<file path="src/design/bfs_pkg.sv">
package bfs_pkg;

   // modular hash constants
   localparam logic [29:0] HASH_MOD   = 30'd1000000007;
   localparam logic [29:0] BASE_DEPTH = 30'd13331;
   localparam logic [29:0] BASE_CHILD = 30'd10007;

   // configuration register indexes
   localparam logic [0:0] REG_ROOT  = 1'b0;
   localparam logic [0:0] REG_COUNT = 1'b1;

   // controller states
   typedef enum logic [3:0] {
      ST_LOAD,
      ST_LOAD_WR,
      ST_START,
      ST_POP,
      ST_POP_WAIT,
      ST_POP_CHK,
      ST_SCAN_RD,
      ST_SCAN_WAIT,
      ST_SCAN_CHK,
      ST_PW_INIT,
      ST_PW_MUL,
      ST_PW_RED,
      ST_ACC,
      ST_DONE,
      ST_CLEAR
   } state_type;

   // power unit selector
   typedef enum logic [1:0] {
      PW_DEPTH,
      PW_CHILD,
      PW_COMBINE
   } pw_sel_type;

   // controller to datapath commands
   typedef struct packed {
      logic       load_write;
      logic       start_walk;
      logic       pop;
      logic       head_check;
      logic       mark_visit;
      logic       adj_read;
      logic       scan_check;
      logic       pw_init;
      pw_sel_type pw_sel;
      logic       pw_mul;
      logic       pw_red;
      logic       acc_add;
      logic       result_load;
      logic       clear_step;
      logic       clear_start;
   } cmd_type;

   // datapath to controller status
   typedef struct packed {
      logic root_ok;
      logic queue_empty;
      logic head_visited;
      logic scan_more;
      logic pw_more;
      logic red_done;
      logic clear_done;
   } status_type;

endpackage

</file>
<file path="src/design/bfs_ctrl.sv">
module bfs_ctrl (
   input  logic                clock,
   input  logic                reset,
   input  logic                req_fire,
   input  logic                req_last,
   input  logic                rsp_free,
   input  bfs_pkg::status_type sts,
   output bfs_pkg::cmd_type    cmd,
   output logic                req_tready
);

   bfs_pkg::state_type state_ff, state_in;
   logic [1:0] pw_phase_ff, pw_phase_in;
   logic       last_ff, last_in;

   // state register, clearing pass runs first after reset
   always_ff @(posedge clock) begin
      if (reset) begin
         state_ff    <= bfs_pkg::ST_CLEAR;
         pw_phase_ff <= 2'd0;
         last_ff     <= 1'b0;
      end else begin
         state_ff    <= state_in;
         pw_phase_ff <= pw_phase_in;
         last_ff     <= last_in;
      end
   end

   // next state
   always_comb begin
      state_in    = state_ff;
      pw_phase_in = pw_phase_ff;
      last_in     = last_ff;
      case (state_ff)
         bfs_pkg::ST_LOAD: begin
            if (req_fire) begin
               state_in = bfs_pkg::ST_LOAD_WR;
               last_in  = req_last;
            end
         end
         bfs_pkg::ST_LOAD_WR: begin
            state_in = last_ff ? bfs_pkg::ST_START : bfs_pkg::ST_LOAD;
         end
         bfs_pkg::ST_START: begin
            state_in = sts.root_ok ? bfs_pkg::ST_POP : bfs_pkg::ST_DONE;
         end
         bfs_pkg::ST_POP: begin
            state_in = sts.queue_empty ? bfs_pkg::ST_DONE : bfs_pkg::ST_POP_WAIT;
         end
         bfs_pkg::ST_POP_WAIT: state_in = bfs_pkg::ST_POP_CHK;
         bfs_pkg::ST_POP_CHK: begin
            state_in = sts.head_visited ? bfs_pkg::ST_POP : bfs_pkg::ST_SCAN_RD;
         end
         bfs_pkg::ST_SCAN_RD: begin
            state_in = sts.scan_more ? bfs_pkg::ST_SCAN_WAIT : bfs_pkg::ST_PW_INIT;
            pw_phase_in = 2'd0;
         end
         bfs_pkg::ST_SCAN_WAIT: state_in = bfs_pkg::ST_SCAN_CHK;
         bfs_pkg::ST_SCAN_CHK:  state_in = bfs_pkg::ST_SCAN_RD;
         bfs_pkg::ST_PW_INIT: begin
            state_in = (pw_phase_ff == 2'd2) ? bfs_pkg::ST_PW_MUL
                     : (sts.pw_more ? bfs_pkg::ST_PW_MUL : bfs_pkg::ST_PW_INIT);
            if (pw_phase_ff != 2'd2 && !sts.pw_more) pw_phase_in = pw_phase_ff + 2'd1;
         end
         bfs_pkg::ST_PW_MUL: state_in = bfs_pkg::ST_PW_RED;
         bfs_pkg::ST_PW_RED: begin
            if (sts.red_done) begin
               if (pw_phase_ff == 2'd2) begin
                  state_in = bfs_pkg::ST_ACC;
               end else if (sts.pw_more) begin
                  state_in = bfs_pkg::ST_PW_MUL;
               end else begin
                  state_in    = bfs_pkg::ST_PW_INIT;
                  pw_phase_in = pw_phase_ff + 2'd1;
               end
            end
         end
         bfs_pkg::ST_ACC:  state_in = bfs_pkg::ST_POP;
         bfs_pkg::ST_DONE: if (rsp_free) state_in = bfs_pkg::ST_CLEAR;
         bfs_pkg::ST_CLEAR: if (sts.clear_done) state_in = bfs_pkg::ST_LOAD;
         default: state_in = bfs_pkg::ST_LOAD;
      endcase
   end

   // outputs
   always_comb begin
      cmd = '0;
      cmd.pw_sel = bfs_pkg::pw_sel_type'(pw_phase_ff);
      req_tready = 1'b0;
      case (state_ff)
         bfs_pkg::ST_LOAD:      req_tready = 1'b1;
         bfs_pkg::ST_LOAD_WR:   cmd.load_write = 1'b1;
         bfs_pkg::ST_START:     cmd.start_walk = 1'b1;
         bfs_pkg::ST_POP:       cmd.pop = 1'b1;
         bfs_pkg::ST_POP_WAIT:  cmd.head_check = 1'b1;
         bfs_pkg::ST_POP_CHK:   cmd.mark_visit = !sts.head_visited;
         bfs_pkg::ST_SCAN_RD:   cmd.adj_read = 1'b1;
         bfs_pkg::ST_SCAN_CHK:  cmd.scan_check = 1'b1;
         bfs_pkg::ST_PW_INIT:   cmd.pw_init = 1'b1;
         bfs_pkg::ST_PW_MUL:    cmd.pw_mul = 1'b1;
         bfs_pkg::ST_PW_RED:    cmd.pw_red = 1'b1;
         bfs_pkg::ST_ACC:       cmd.acc_add = 1'b1;
         bfs_pkg::ST_DONE: begin
            cmd.result_load = rsp_free;
            cmd.clear_start = rsp_free;
         end
         bfs_pkg::ST_CLEAR:     cmd.clear_step = 1'b1;
         default: ;
      endcase
   end

endmodule

</file>
<file path="config.mk">
export PLATFORM = sky130hd
export DESIGN_NAME = bfs_ctrl
export DESIGN_NICKNAME = d
export VERILOG_FILES = /design/src/design/bfs_pkg.sv /design/src/design/bfs_ctrl.sv
export SDC_FILE = /design/constraint.sdc
export NUM_CORES = 1
export LEC_CHECK = 0
export BUFFER_PORTS_ARGS = -buffer_cell sky130_fd_sc_hd__buf_2
export CELL_PAD_IN_SITES_DETAIL_PLACEMENT = 1
export CELL_PAD_IN_SITES_GLOBAL_PLACEMENT = 1
export CORE_ASPECT_RATIO = 1.5
export CORE_MARGIN = 3
export CORE_UTILIZATION = 32
export DETAILED_ROUTE_END_ITERATION = 10
export PLACE_DENSITY = 0.8
export SETUP_SLACK_MARGIN = 0.5
export SLEW_MARGIN = 20
export SYNTH_ARGS = -nofsm -noshare
export SYNTH_HDL_FRONTEND = slang
export SYNTH_SLANG_ARGS = --single-unit
</file>
<file path="constraint.sdc">
create_clock -name clock -period 2.3 [get_ports clock]
set_clock_uncertainty 0.1 [all_clocks]
set_input_delay 0.115 -clock clock [delete_from_list [all_inputs] [get_ports clock]]
set_output_delay 0.115 -clock clock [all_outputs]
set_load 0.01 [all_outputs]
</file>
=== Word level (Yosys, flattened, before mapping) ===
Cells that the tools add are included.

* Output and inout bits: 17
* Memories: 0
* Flip-flop bits (word level): 7
* Logic and storage cells: 67
* Memory bits (read-only): 0
* Bits of input ports: 12
* Bits in latches: 0
* Bits in writable memories: 0

* Multiplexer cells: 32
* Multipliers: 0
* Shifts and indexed selects: 0
* Equal/unequal tests: 23
* $add $sub $neg: 1
* $lt $le $gt $ge: 0
* Reductions and logical operators: 8
* Div/mod/pow operators: 0
* Bitwise gates (word level): 0

{| class="wikitable"
|+ Operator list
! cell !! count
|-
| $pmux 4 s15 || 1
|-
| $mux 4 || 8
|-
| $eq 4x4->1 const B || 7
|-
| $eq 4x3->1 const B || 4
|-
| $ne 2x2->1 const B || 8
|-
| $mux 1 || 14
|-
| $mux 2 || 6
|-
| $eq 4x2->1 const B || 2
|-
| $mux 3 || 2
|-
| $pmux 2 s3 || 1
|-
| $reduce_and 5->1 || 1
|-
| $eq 4x1->1 const B || 1
|-
| $logic_not 4->1 || 1
|-
| $reduce_and 4->1 || 1
|-
| $reduce_bool 3->1 || 1
|-
| $add 2x1->2 const B || 1
|-
| $eq 2x2->1 const B || 1
|-
| $logic_not 1->1 || 2
|-
| $reduce_and 2->1 || 1
|-
| $logic_and 1x1->1 || 1
|}

=== Longest topological paths before layout ===
Gate-level depths: netlist of run 1.

* Depth in word-level cells: 5
* Mapped depth: 6
* Mapped depth without buffers: 6

=== Least setup slack after synthesis of run 1 ===
No wires, ideal clock.

* Path kind: reg-to-reg
* Start point: reg pw_phase_ff[0]
* End point: reg pw_phase_ff[0]
* Path slack: 0.527 ns
* Cell stages (with the launch flop): 7
* Clock period less this slack: 1.773 ns
* Buffers on the path: 0
* Data arrival time: 1.558 ns
* Setup time: 0.114 ns
* Data required time: 2.086 ns
* Cells stage by stage: dfxtp_1 > inv_1 > ha_1 > or2_1 > o41ai_2 > mux2i_1 > nor2_1

* Word-level cells in the longest chain between the ends: 5
* Elaborated cells between the ends (all ways): 12
* Classes of those cells: add/sub: 1; eq/ne: 4; mux: 5; reduce/logical: 2

{| class="wikitable"
|+ Ends and longest elaborated chain
! element !! line !! text
|-
| start, declared || bfs_ctrl.sv:13 || <nowiki>logic [1:0] pw_phase_ff, pw_phase_in;</nowiki>
|-
| start signal, assigned || bfs_ctrl.sv:24 || <nowiki>pw_phase_ff <= pw_phase_in;</nowiki>
|-
| $add 2x1->2 || bfs_ctrl.sv:63, bfs_ctrl.sv:74 ||
|-
| $mux 2 || bfs_ctrl.sv:70 || <nowiki>end else if (sts.pw_more) begin</nowiki>
|-
| $mux 2 || bfs_ctrl.sv:68 || <nowiki>if (pw_phase_ff == 2'd2) begin</nowiki>
|-
| $mux 2 || bfs_ctrl.sv:67 || <nowiki>if (sts.red_done) begin</nowiki>
|-
| $pmux 2 s3 || bfs_ctrl.sv:34 || <nowiki>case (state_ff)</nowiki>
|}

Parallel ways exist; a longest one is shown, timed or not. The select of a mux whose other input is x is not followed.
A chain may end at the register's enable or synchronous reset.

=== Final worst setup path of run 1 ===
* Start point: reg state_ff[2]
* End point: reg state_ff[2]

* Word-level cells in the longest chain between the ends: 3
* Elaborated cells between the ends (all ways): 21
* Classes of those cells: eq/ne: 18; mux: 1; reduce/logical: 2

{| class="wikitable"
|+ Ends and longest elaborated chain
! element !! line !! text
|-
| start, declared || bfs_ctrl.sv:12 || <nowiki>bfs_pkg::state_type state_ff, state_in;</nowiki>
|-
| start signal, assigned || bfs_ctrl.sv:19 || <nowiki>state_ff <= bfs_pkg::ST_CLEAR;</nowiki>
|-
| start signal, assigned || bfs_ctrl.sv:23 || <nowiki>state_ff <= state_in;</nowiki>
|-
| $eq 4x4->1 or $logic_not 4->1 (tied branches) || bfs_ctrl.sv:34 ||
|-
| $ne 2x2->1 (no source line) || n/a ||
|-
| $reduce_and 4->1 (no source line) || n/a ||
|}

Parallel ways exist; a longest one is shown, timed or not.

==> results.tsv, run 1 <==
stage	metric	value	unit
run_status	status	complete, no violations	
min_path	hold path depth	2	
sta	actual slew at the worst max-slew pin	0.385	ns
global_routing	vias in the first global route	894	
global_routing	GRT overflow	0	
clock_tree	clock tree buffer depth	2	
clock_tree	H-tree depth	1	
synthesis	syn_nets	118	
worst_setup_path	R2R cell count	4	
min_path	Worst Hold Class	in -> reg	
worst_setup_path	Worst Path Arrival	1.75	ns
die	starting density of the core	35.2	%
flow_run	max cap viols	0	
synthesis	area share of the largest cell type after synthesis	18.9	%
min_path	hold worst-path end	pw_phase_ff[0]	
power_and_ir_drop	Peak VDD IR	654	uV
power_and_ir_drop	P_sw	584	uW
global_routing	GRT Total Usage	17.4	%
global_routing	initial antenna violation count	0	
die	Die ar.	0.00294	sq mm
power_and_ir_drop	Sequential Power Share	28.6	%
synthesis	post-synthesis register bit count	7	
synthesis	Cells after Synth	105	
die	Die W	45.3	um
route	drt wl/cell	15.2	um
synthesis	Post-synth EDFFs	0	
clock_tree	Clock Sink Count	7	
synthesis	synthesized area	741	sq um
synthesis	biggest area consumer among synthesized cells	dfxtp_1	
route	1st-iter DRT viols	19	
worst_setup_path	reg2reg start	state_ff[2]	
route	vias per cell	5.47	
sta	Slew HR	74.1	%
layout	Area growth syn-to-layout	28.7	%
sta	Final Max Tran Viols	0	
place	Detail Placement HPWL	1850	um
place	DP Worst Slack	0.361	ns
power_and_ir_drop	Net Sw Frac	51.4	%
route	router iterations before antenna repair	4	
clock_tree	worst skew pair latency	0.24	ns
power_and_ir_drop	Clock power frac	9.4	%
synthesis	Cell variety after synth	40	
power_and_ir_drop	Internal Pwr Total	553	uW
synthesis	top cells by area, synth	dfxtp_1 19%, nor3_1 6.1%, nor2_1 5.1%	
place	port bufs	28	
sta	worst setup margin	0.571	ns
power_and_ir_drop	Combinational Power Share	62.0	%
layout	layout cell share with drive strength beyond 1	37.6	%
worst_setup_path	r2r endpoint	state_ff[2]	
clock_tree	Post-CTS Hold Fix Bufs	0	
synthesis	Synth Warn #	0	
worst_setup_path	required time of the critical path	2.33	ns
sta	Fin. Hold Viols	0	
worst_setup_path	CP max FO	16	
synthesis	post-synthesis sequential area ratio	18.9	%
worst_setup_path	crit start category	flop	
die	I/O Pins	29	
route	remaining antenna violation count	0	
sta	period utilization	75.2	%
clock_tree	Clock Pin Slew Worst Setup and Hold Paths	0.05	ns
worst_setup_path	Setup CP Type	reg -> reg	
layout	# fillers	291	
synthesis	top_reg_cell synth	dfxtp_1	
synthesis	Syn Area/Cell	7.05	sq um
sta	fin crit period	1.73	ns
route	DR DRC count	0	
worst_setup_path	worst reg-to-reg setup slack	0.57	ns
sta	# setup viols final	0	
worst_setup_path	Setup crit end kind	flop	
worst_setup_path	crit path launch	state_ff[2]	
synthesis	ys async rst share	0	%
die	row count	20	
layout	post-route insts no fill	155	
clock_tree	CTS tree	built	
power_and_ir_drop	Leak Pwr	0.000440	uW
sta	hold slack	0.0117	ns
route	WL final	2360	um
sta	RSZ-0062 raised after global routing	true	
place	placed insts	150	
clock_tree	root buffer cell	clkbuf_4	
global_routing	first-pass GRT wire length	3990	um
global_routing	largest net degree at the start of global routing	17	
sta	TNS Setup	0	ns
layout	nets	147	
layout	number of diodes	0	
die	total core area	0.00210	sq mm
die	die height	64.9	um
sta	max frequency	578	MHz
min_path	hold path start	reset	
route	Vias	848	
clock_tree	CTS buffer count	3	
place	Final Wtd Congestion	0.820	
power_and_ir_drop	power per cell area	1190	mW/mm^2
[flip-flops by register name, summed over array words and instances (netlist names)]
register     cells
state_ff         4
last_ff          1
pw_phase_ff      2
[final cells by class]
cell class	count	area (sq um)	area share, %
multi-input cells	82	547	57.3
clock buffers	4	26.3	2.76
repair buffers	33	178	18.6
flip-flops and latches	7	149	15.6
inverters	7	26.3	2.76
well taps	22	27.5	2.89
[synthesized netlist by cell type, types with 3 or more instances]
master and instances:
o21ai_0 6, nor2b_1 4, inv_1 7, a211oi_1 3
a21oi_1 6, nor3_1 9, nor2_1 10, buf_2 7
nand2b_1 4, dfxtp_1 7, nand2_1 9
[power by group through the flow]
stage	sequential [uW]	combinational (uW)	clock, uW
floorplan	184	609	0
global placement	299	670	0
detailed placement	309	687	0
CTS	315	701	113
global route	343	785	118
finish	325	705	107
[worst max-delay path by stage]
| stage | slack, ns | end |
|---|---|---|
| final | 0.57 | state_ff[2] |
| after global routing | 0.49 | pw_phase_ff[0] |
| after CTS | 0.50 | state_ff[1] |
| after detailed placement | 0.36 | pw_phase_ff[0] |
| after global placement | 0.38 | state_ff[1] |
| after floorplan | 0.53 | pw_phase_ff[0] |
[critical path, stage by stage, from the launching register on]
cell	delay, ns
dfxtp_2	0.41
or4_4	0.58
a21oi_2	0.18
nor2_1	0.08
a211o_1	0.26
[what timing repair did]
action / CTS / global route
pin swaps: 1 / 3
buffers inserted: 0 / 1
endpoints found under the setup margin: 11 / 7
gates resized for setup: 4 / 7
[layer usage]
layer | part of all wire [%] | track usage [%] | vias to the layer above
met3 | 2.8 | 0.833 | 4
li1 | - | - | 431
met2 | 55 | 33.7 | 17
met5 | 0 | 0 | -
met1 | 40 | 18.7 | 396
met4 | 1.9 | 5.86 | 0
[cells by family after synthesis]
logic type               Yosys count  synth area share [%]
flip-flops                         7                  18.9
multiplexers                       2                  2.70
adder cells (fa/ha/maj)            1                  1.69
AO/OA/AOI/OAI                     29                  27.5
buffers and inverters             16                  10.8
AND/OR/NAND/NOR                   50                  38.3
[per-stage QoR]
stage | instance area [sq um] | util (%) | total power [uW]
2_1_floorplan | 741 | - | 794
3_3_place_gp | 885 | 42.1 | 969
3_5_place_dp | 885 | 42.1 | 995
4_1_cts | 926 | 44.0 | 1130
5_1_grt | 953 | 45.4 | 1250
6_report | 953 | 45.4 | 1140
[placed cells by master (no fill, tap or decap), drive strengths merged, types with 2 or more instances in the layout]
master and instances:
nor2b 4, clkbuf 4, nand2b 4, mux2i 2
buf 33, nand3 2, nor2 10, nor3b 2
o21ai 7, o22ai 2, inv 7, a211oi 3
dfxtp 7, nand2 10, a21oi 7, nor3 9
(Power assumes the default switching activity.)
==> run 2, diff against run 1 <==
==> constraint.sdc (replaced) <==
create_clock -name clock -period 1.6 [get_ports clock]
set_clock_uncertainty 0.1 [all_clocks]
set_input_delay 0.08 -clock clock [delete_from_list [all_inputs] [get_ports clock]]
set_output_delay 0.08 -clock clock [all_outputs]
set_load 0.01 [all_outputs]
==> results.tsv, run 2 <==
stage	metric	value	unit	change
place	Detail Placement HPWL	2280	um	+23%
place	Final Wtd Congestion	0.810		-1.2%
run_status	last stage reached	global routing (5_1_grt)		
global_routing	initial antenna violation count	0		
synthesis	top cells by area, synth	dfxtp_1 19%, nor3_1 6.1%, nor2_1 5.1%		
synthesis	syn_nets	118		unchanged
synthesis	Cells after Synth	105		unchanged
clock_tree	CTS buffer count	3		unchanged
synthesis	commonest cells in the synthesized netlist	10 x nor2_1, 9 x nand2_1, 9 x nor3_1		
place	port bufs	28		unchanged
synthesis	top_reg_cell synth	dfxtp_1		
sta	GR repair worst EP	pw_phase_ff[0]$_SDFFE_PP0P_/D		
clock_tree	Clock Sink Count	7		unchanged
place	DP Worst Slack	-0.0751	ns	-0.436 ns
synthesis	Cell variety after synth	40		unchanged
die	I/O Pins	29		unchanged
run_status	Log Error	[ERROR DPL-0033] detailed placement checks failed during check placement.		
synthesis	synthesized area	741	sq um	unchanged
clock_tree	root buffer cell	clkbuf_4		
run_status	status	stopped before the end		
synthesis	Post-synth EDFFs	0		unchanged
sta	worst ep type	sequential cell input		
synthesis	area share of the largest cell type after synthesis	18.9	%	unchanged
die	Die W	45.3	um	unchanged
synthesis	cell with the most instances after synthesis	nor2_1		
synthesis	biggest area consumer among synthesized cells	dfxtp_1		
die	row count	20		unchanged
clock_tree	H-tree depth	1		unchanged
die	starting density of the core	35.2	%	unchanged
synthesis	ys async rst share	0	%	unchanged
synthesis	post-synthesis sequential area ratio	18.9	%	unchanged
die	die height	64.9	um	unchanged
synthesis	Synth Warn #	0		unchanged
clock_tree	clock tree buffer depth	2		unchanged
global_routing	largest net degree at the start of global routing	13		
place	placed insts	162		+8.0%
synthesis	Syn Area/Cell	7.05	sq um	unchanged
synthesis	post-synthesis register bit count	7		unchanged
-- run 2: cell counts after synthesis --
Identical to the previous run, type by type.
-- run 2: cells by family after synthesis --
logic type	count (synthesis)	share of synthesized area, %
buf+inv	16	10.8
compound gates	29	27.5
mux	2	2.70
flops	7	18.9
fa+ha+maj	1	1.69
simple gates	50	38.3
-- run 2: what timing repair did --
item / in CTS
setup buffers: 13
endpoints found under the hold margin: 4
gates cloned: 2
hold buffers: 1
pin swaps: 12
gates resized for setup: 32
endpoints found under the setup margin: 22
-- run 2: stage by stage --
stage | area (sq um) | hold WS (ns)
floorplan | 843 | 0.0427
global placement | 1060 | 0.233
detailed placement | 1060 | 0.244
CTS | 1340 | -0.0306
==> run 3, diff against run 2 <==
==> config.mk (replaced) <==
export PLATFORM = sky130hd
export DESIGN_NAME = bfs_ctrl
export DESIGN_NICKNAME = d
export VERILOG_FILES = /design/src/design/bfs_pkg.sv /design/src/design/bfs_ctrl.sv
export SDC_FILE = /design/constraint.sdc
export NUM_CORES = 1
export LEC_CHECK = 0
export BUFFER_PORTS_ARGS = -buffer_cell sky130_fd_sc_hd__buf_2
export CORE_AREA = 3 3 64 66
export DETAILED_ROUTE_END_ITERATION = 10
export DIE_AREA = 0 0 67 69
export PLACE_DENSITY_LB_ADDON = 0.15
export SLEW_MARGIN = 20
export SYNTH_ARGS = -nofsm -noshare
export SYNTH_HDL_FRONTEND = slang
export SYNTH_SLANG_ARGS = --single-unit
==> results.tsv, run 3 (same netlist as run 1, synthesis figures left out) <==
stage	metric	value	unit	change
run_status	status	complete, but fails checks		
run_status	failing checks	hold timing		
layout	Post-Route Utilization	31.1	%	
sta	period utilization	98.8	%	
global_routing	GRT overflow	0		
worst_setup_path	Worst Path Arrival	1.59	ns	
global_routing	met1 Use GR	15.1	%	
die	die height	69	um	+6.3%
clock_tree	clock tree buffer depth	2		unchanged
global_routing	M3 GR Usage	1.14	%	
worst_setup_path	R2R cell count	3		
place	Final Wtd Congestion	0.851		+5.1%
clock_tree	Clock Pin Slew Worst Setup and Hold Paths	0.04	ns	
layout	Area growth syn-to-layout	52.4	%	
worst_setup_path	Slowest-stage cell, CP	or4_4		
worst_setup_path	Setup crit end kind	flop		
layout	most frequent cells in the layout	28 x buf_2, 19 x buf_4, 10 x nor2_1, 9 x nand2_1, 7 x nor3_1		
worst_setup_path	max incr delay on CP	0.54	ns	
die	starting density of the core	20.4	%	-15 points
power_and_ir_drop	Leak Pwr	0.000520	uW	
sta	TNS Setup	0	ns	
global_routing	first-pass GRT wire length	3900	um	
worst_setup_path	worst reg-to-reg setup slack	0.02	ns	
power_and_ir_drop	Peak VDD IR	602	uV	
place	Detail Placement HPWL	1930	um	-15%
route	remaining antenna violation count	0		
place	port bufs	28		unchanged
worst_setup_path	Setup CP Type	reg -> reg		
global_routing	initial antenna violation count	0		
clock_tree	H-tree depth	1		unchanged
clock_tree	CTS buffer count	3		unchanged
worst_setup_path	reg2reg start	state_ff[2]		
worst_setup_path	CP Depth	3		
global_routing	GR peak layer	met2		
worst_setup_path	crit path launch	state_ff[2]		
route	router iterations before antenna repair	4		
sta	Slew HR	76.4	%	
min_path	Worst Hold Class	in -> reg		
clock_tree	Clock Sink Count	7		unchanged
die	Die W	67	um	+48%
worst_setup_path	required time of the critical path	1.61	ns	
route	DR DRC count	0		
die	I/O Pins	29		unchanged
layout	Top reg by flops	state_ff		
worst_setup_path	Worst setup endpoint	state_ff[1]		
global_routing	GRT Total Usage	10.4	%	
clock_tree	Post-CTS Hold Fix Bufs	0		-1
worst_setup_path	CP bufs+invs	0		
route	1st-iter DRT viols	30		
worst_setup_path	r2r endpoint	state_ff[1]		
global_routing	vias in the first global route	811		
worst_setup_path	crit start category	flop		
global_routing	GRT met2 Usage	15.9	%	
die	Die ar.	0.00462	sq mm	
global_routing	largest net degree at the start of global routing	13		
sta	RSZ-0062 raised after global routing	true		
layout	multi-input logic area	566	sq um	
sta	Final Max Tran Viols	0		
sta	hold slack	-0.000769	ns	
layout	Largest register FFs	4		
clock_tree	root buffer cell	clkbuf_8		
layout	FF+latch area	149	sq um	
layout	# fillers	427		
place	DP Worst Slack	0.0181	ns	+0.0933 ns
worst_setup_path	CP max FO	4		
clock_tree	worst skew pair latency	0.22	ns	
route	drt wl/cell	12.1	um	
layout	layout cell share with drive strength beyond 1	44.9	%	
sta	fin crit period	1.58	ns	
sta	Fin. Hold Viols	1		
die	total core area	0.00363	sq mm	
layout	commonest non-fill, non-tap cell in the layout	buf_2		
layout	nets	161		
route	WL final	2350	um	
power_and_ir_drop	power per cell area	1740	mW/mm^2	
route	Vias	899		
route	vias per cell	4.61		
layout	Largest regs	state_ff: 4 flops, pw_phase_ff: 2 flops, last_ff: 1 flops		
clock_tree	CTS tree	built		
flow_run	max cap viols	0		
layout	post-route insts no fill	195		
sta	# setup viols final	0		
layout	number of diodes	0		
place	placed insts	189		+17%
sta	max frequency	633	MHz	
die	row count	22		+10%
worst_setup_path	cell family with most CP delay	simple AND/OR/NAND/NOR gates		
worst_setup_path	crit path cell chain	or4_4 -> a21o_1 -> a311o_1		
sta	actual slew at the worst max-slew pin	0.351	ns	
sta	worst setup margin	0.0194	ns	
==> run 3: what timing repair did <==
| item | 4_1_cts | 5_1_grt |
|---|---|---|
| pin swaps | 0 | 3 |
| endpoints found under the setup margin | 4 | 12 |
| buffers inserted | 0 | 2 |
| resized for setup | 2 | 8 |
==> run 3: area by class of cell <==
cell class              instances  share of cell area, %
well taps                      48                   5.32
inverters                       7                   2.33
flip-flops and latches          7                   13.2
repair buffers                 47                   25.1
multi-input cells              82                   50.1
clock buffers                   4                   3.99
==> run 3: stage by stage <==
| stage | area (sq um) | power, uW |
|---|---|---|
| finish | 1130 | 1960 |
| floorplan | 758 | 1170 |
| global placement | 1030 | 1650 |
| detailed placement | 1030 | 1630 |
| CTS | 1080 | 1890 |
| global route | 1130 | 2150 |
==> run 3: worst min path at each step <==
stage                   from             end  slack, ns  cells past startpoint
floorplan              reset  pw_phase_ff[0]       0.04                      1
global placement    req_last         last_ff       0.24                      3
detailed placement  req_last         last_ff       0.24                      3
CTS                 req_last         last_ff      0.003                      3
global route           reset  pw_phase_ff[0]       0.01                      2
finish                 reset  pw_phase_ff[0]    -0.0008                      2
==> run 3: metal layers <==
metal / wire [um] / vias up
li1: - / 457
met1: 1140 / 417
met2: 1080 / 25
met3: 131 / 0
met4: 0 / 0
met5: 0 / -
==> run 3: worst register-to-register path, stage by stage (launching register included) <==
cell     delay (ns)
dfxtp_2        0.32
or4_4          0.54
a21o_1         0.24
a311o_1        0.27
==> run 3: power by group <==
part | internal, uW | switching (uW) | total [uW]
Sequential | 246 | 58.1 | 304
Clock | 172 | 74.1 | 246
Combinational | 648 | 764 | 1410
==> run 4, diff against run 3 <==
--- a/config.mk
+++ b/config.mk
@@ -6,9 +6,12 @@
 export NUM_CORES = 1
 export LEC_CHECK = 0
 export BUFFER_PORTS_ARGS = -buffer_cell sky130_fd_sc_hd__buf_2
+export CELL_PAD_IN_SITES_DETAIL_PLACEMENT = 1
+export CELL_PAD_IN_SITES_GLOBAL_PLACEMENT = 1
 export CORE_AREA = 3 3 64 66
 export DETAILED_ROUTE_END_ITERATION = 10
 export DIE_AREA = 0 0 67 69
+export GPL_TIMING_DRIVEN = 0
 export PLACE_DENSITY_LB_ADDON = 0.15
 export SLEW_MARGIN = 20
 export SYNTH_ARGS = -nofsm -noshare
==> constraint.sdc (replaced) <==
create_clock -name clock -period 1.5 [get_ports clock]
set_clock_uncertainty 0.1 [all_clocks]
set_input_delay 0.075 -clock clock [delete_from_list [all_inputs] [get_ports clock]]
set_output_delay 0.075 -clock clock [all_outputs]
set_load 0.01 [all_outputs]
==> results.tsv, run 4 (same netlist as run 1, synthesis figures left out) <==
stage	metric	value	unit	change
place	DP Worst Slack	-0.173	ns	-0.191 ns
power_and_ir_drop	Sequential Power Share	13.1	%	-2.4 points
worst_setup_path	Worst Path Arrival	1.57	ns	-0.02 ns
worst_setup_path	crit start category	flop		
power_and_ir_drop	Internal Pwr Total	1480	uW	+39%
die	starting density of the core	20.4	%	unchanged
min_path	hold path start	req_last		
route	met3 WL	71	um	-46%
worst_setup_path	Setup crit end kind	flop		
die	die height	69	um	unchanged
power_and_ir_drop	Peak VDD IR	750	uV	+25%
min_path	hold path depth	3		+1
layout	most frequent cells in the layout	28 x buf_2, 14 x buf_4, 9 x nor2_1, 8 x nand2_1, 6 x nor3_1		
route	router iterations before antenna repair	4		unchanged
place	port bufs	28		unchanged
worst_setup_path	CP bufs+invs	0		unchanged
worst_setup_path	CP Depth	3		unchanged
power_and_ir_drop	Combinational Power Share	77.2	%	+5.3 points
layout	Top reg by flops	state_ff		
clock_tree	Clock Pin Slew Worst Setup and Hold Paths	0.04	ns	about the same
power_and_ir_drop	P_sw	1200	uW	+33%
layout	Area growth syn-to-layout	80.1	%	
route	DR WL met2	1440	um	+34%
sta	worst setup margin	-0.0707	ns	-0.0901 ns
route	1st-iter DRT viols	28		-6.7%
worst_setup_path	reg2reg start	state_ff[3]		
clock_tree	clock tree buffer depth	2		unchanged
worst_setup_path	Setup CP Type	reg -> reg		
die	row count	22		unchanged
clock_tree	Clock Sink Count	7		unchanged
global_routing	initial antenna violation count	0		unchanged
route	drt wl/cell	14.4	um	+19%
die	I/O Pins	29		unchanged
sta	TNS Setup	-0.223	ns	-0.223 ns
place	Final Wtd Congestion	0.819		-3.7%
clock_tree	H-tree depth	1		unchanged
sta	fin crit period	1.57	ns	-0.00991 ns
power_and_ir_drop	Net Sw Frac	44.6	%	-1.0 points
place	placed insts	181		-4.2%
global_routing	vias in the first global route	874		+7.8%
min_path	hold worst-path end	last_ff		
layout	number of diodes	0		unchanged
run_status	failing checks	setup timing		
clock_tree	worst skew pair latency	0.22	ns	about the same
sta	RSZ-0062 raised after global routing	true		
sta	Fin. Hold Viols	0		-1
power_and_ir_drop	Clock power frac	9.6	%	-2.9 points
sta	# setup viols final	6		+6
global_routing	GRT Total Usage	12.2	%	+1.8 points
route	Vias	925		+2.9%
power_and_ir_drop	power per cell area	2010	mW/mm^2	+16%
layout	commonest non-fill, non-tap cell in the layout	buf_2		
power_and_ir_drop	total power	2680	uW	+37%
sta	max frequency	637	MHz	+0.63%
run_status	status	complete, but fails checks		
layout	Largest regs	state_ff: 4 flops, pw_phase_ff: 2 flops, last_ff: 1 flops		
place	Detail Placement HPWL	2010	um	+4.1%
clock_tree	Post-CTS Hold Fix Bufs	0		unchanged
route	DR DRC count	0		unchanged
global_routing	largest net degree at the start of global routing	11		-2
worst_setup_path	required time of the critical path	1.50	ns	-0.11 ns
sta	hold slack	0.0111	ns	+0.0119 ns
layout	layout cell share with drive strength beyond 1	53.6	%	+8.7 points
worst_setup_path	max incr delay on CP	0.52	ns	-0.02 ns
layout	post-route insts no fill	199		+2.1%
global_routing	first-pass GRT wire length	4340	um	+11%
route	vias per cell	4.65		+0.82%
sta	period utilization	105	%	+5.9 points
die	total core area	0.00363	sq mm	unchanged
die	Die W	67	um	unchanged
power_and_ir_drop	Leak Pwr	0.000604	uW	+16%
global_routing	GRT overflow	0		unchanged
worst_setup_path	Slowest-stage cell, CP	or4_4		
route	WL final	2860	um	+22%
clock_tree	CTS buffer count	3		unchanged
min_path	Worst Hold Class	in -> reg		
worst_setup_path	CP max FO	4		unchanged
sta	Slew HR	79.8	%	+3.4 points
route	remaining antenna violation count	0		unchanged
die	Die ar.	0.00462	sq mm	unchanged
flow_run	max cap viols	0		unchanged
clock_tree	root buffer cell	clkbuf_8		
worst_setup_path	worst reg-to-reg setup slack	-0.07	ns	-0.09 ns
sta	Final Max Tran Viols	0		unchanged
route	DRT met1 WL	1320	um	+16%
clock_tree	CTS tree	built		
route	uppermost routed layer	met4		
sta	actual slew at the worst max-slew pin	0.300	ns	-0.0506 ns
worst_setup_path	R2R cell count	3		unchanged
worst_setup_path	r2r endpoint	state_ff[1]		
worst_setup_path	crit path cell chain	or4_4 -> a21o_1 -> a311o_1		
layout	Largest register FFs	4		unchanged
worst_setup_path	cell family with most CP delay	simple AND/OR/NAND/NOR gates		
layout	nets	165		+2.5%
-- run 4: cell count changes in the layout (fill, tap and decap cells not counted), sizes merged --
cell,change
buf,+3
clkbuf,+1
-- run 4: worst max-delay path by stage --
stage / from / endpoint / slack, ns
after global routing: state_ff[3] / state_ff[1] / -0.12
after global placement: state_ff[2] / state_ff[2] / -0.21
after CTS: pw_phase_ff[0] / state_ff[1] / -0.08
final: state_ff[3] / state_ff[1] / -0.07
after floorplan: pw_phase_ff[0] / pw_phase_ff[1] / -0.01
after detailed placement: state_ff[3] / state_ff[2] / -0.17
-- run 4: area by class of cell --
| class | instances | area, sq um |
|---|---|---|
| clock buffer | 4 | 45.0 |
| tap | 48 | 60.1 |
| timing repair buffer | 42 | 275 |
| buffer | 9 | 121 |
| sequential | 7 | 154 |
| fill | 453 | 2300 |
| multi-input combinational | 82 | 647 |
| inverter | 7 | 31.3 |
-- run 4: power groups by stage --
stage | Combinational [uW] | Clock [uW] | Sequential (uW)
after global routing | 2230 | 287 | 365
after floorplan | 960 | 0 | 282
after detailed placement | 1310 | 0 | 303
final | 2070 | 258 | 352
after global placement | 1320 | 0 | 302
after CTS | 1540 | 268 | 334
-- run 4: what timing repair did --
action / in CTS / in global routing
setup buffers: 3 / 10
gates cloned: 0 / 1
resized for setup: 30 / 21
pin swaps: 6 / 9
setup endpoints to repair: 19 / 15
-- run 4: routing by layer --
layer	vias to the layer above	global-route usage (%)
met4	0	4.05
met3	2	2.28
li1	471	-
met2	16	18.2
met5	-	0
met1	436	17.2
-- run 4: per-stage QoR --
stage,cell area [sq um],util (%)
floorplan,771,-
global placement,971,26.7
detailed placement,971,26.7
CTS,1130,31.1
global route,1330,36.7
finish,1330,36.7
-- run 4: worst min-delay path: stages --
cell	delay [ns]
buf_2	0.09
nand3_1	0.06
a21oi_1	0.05
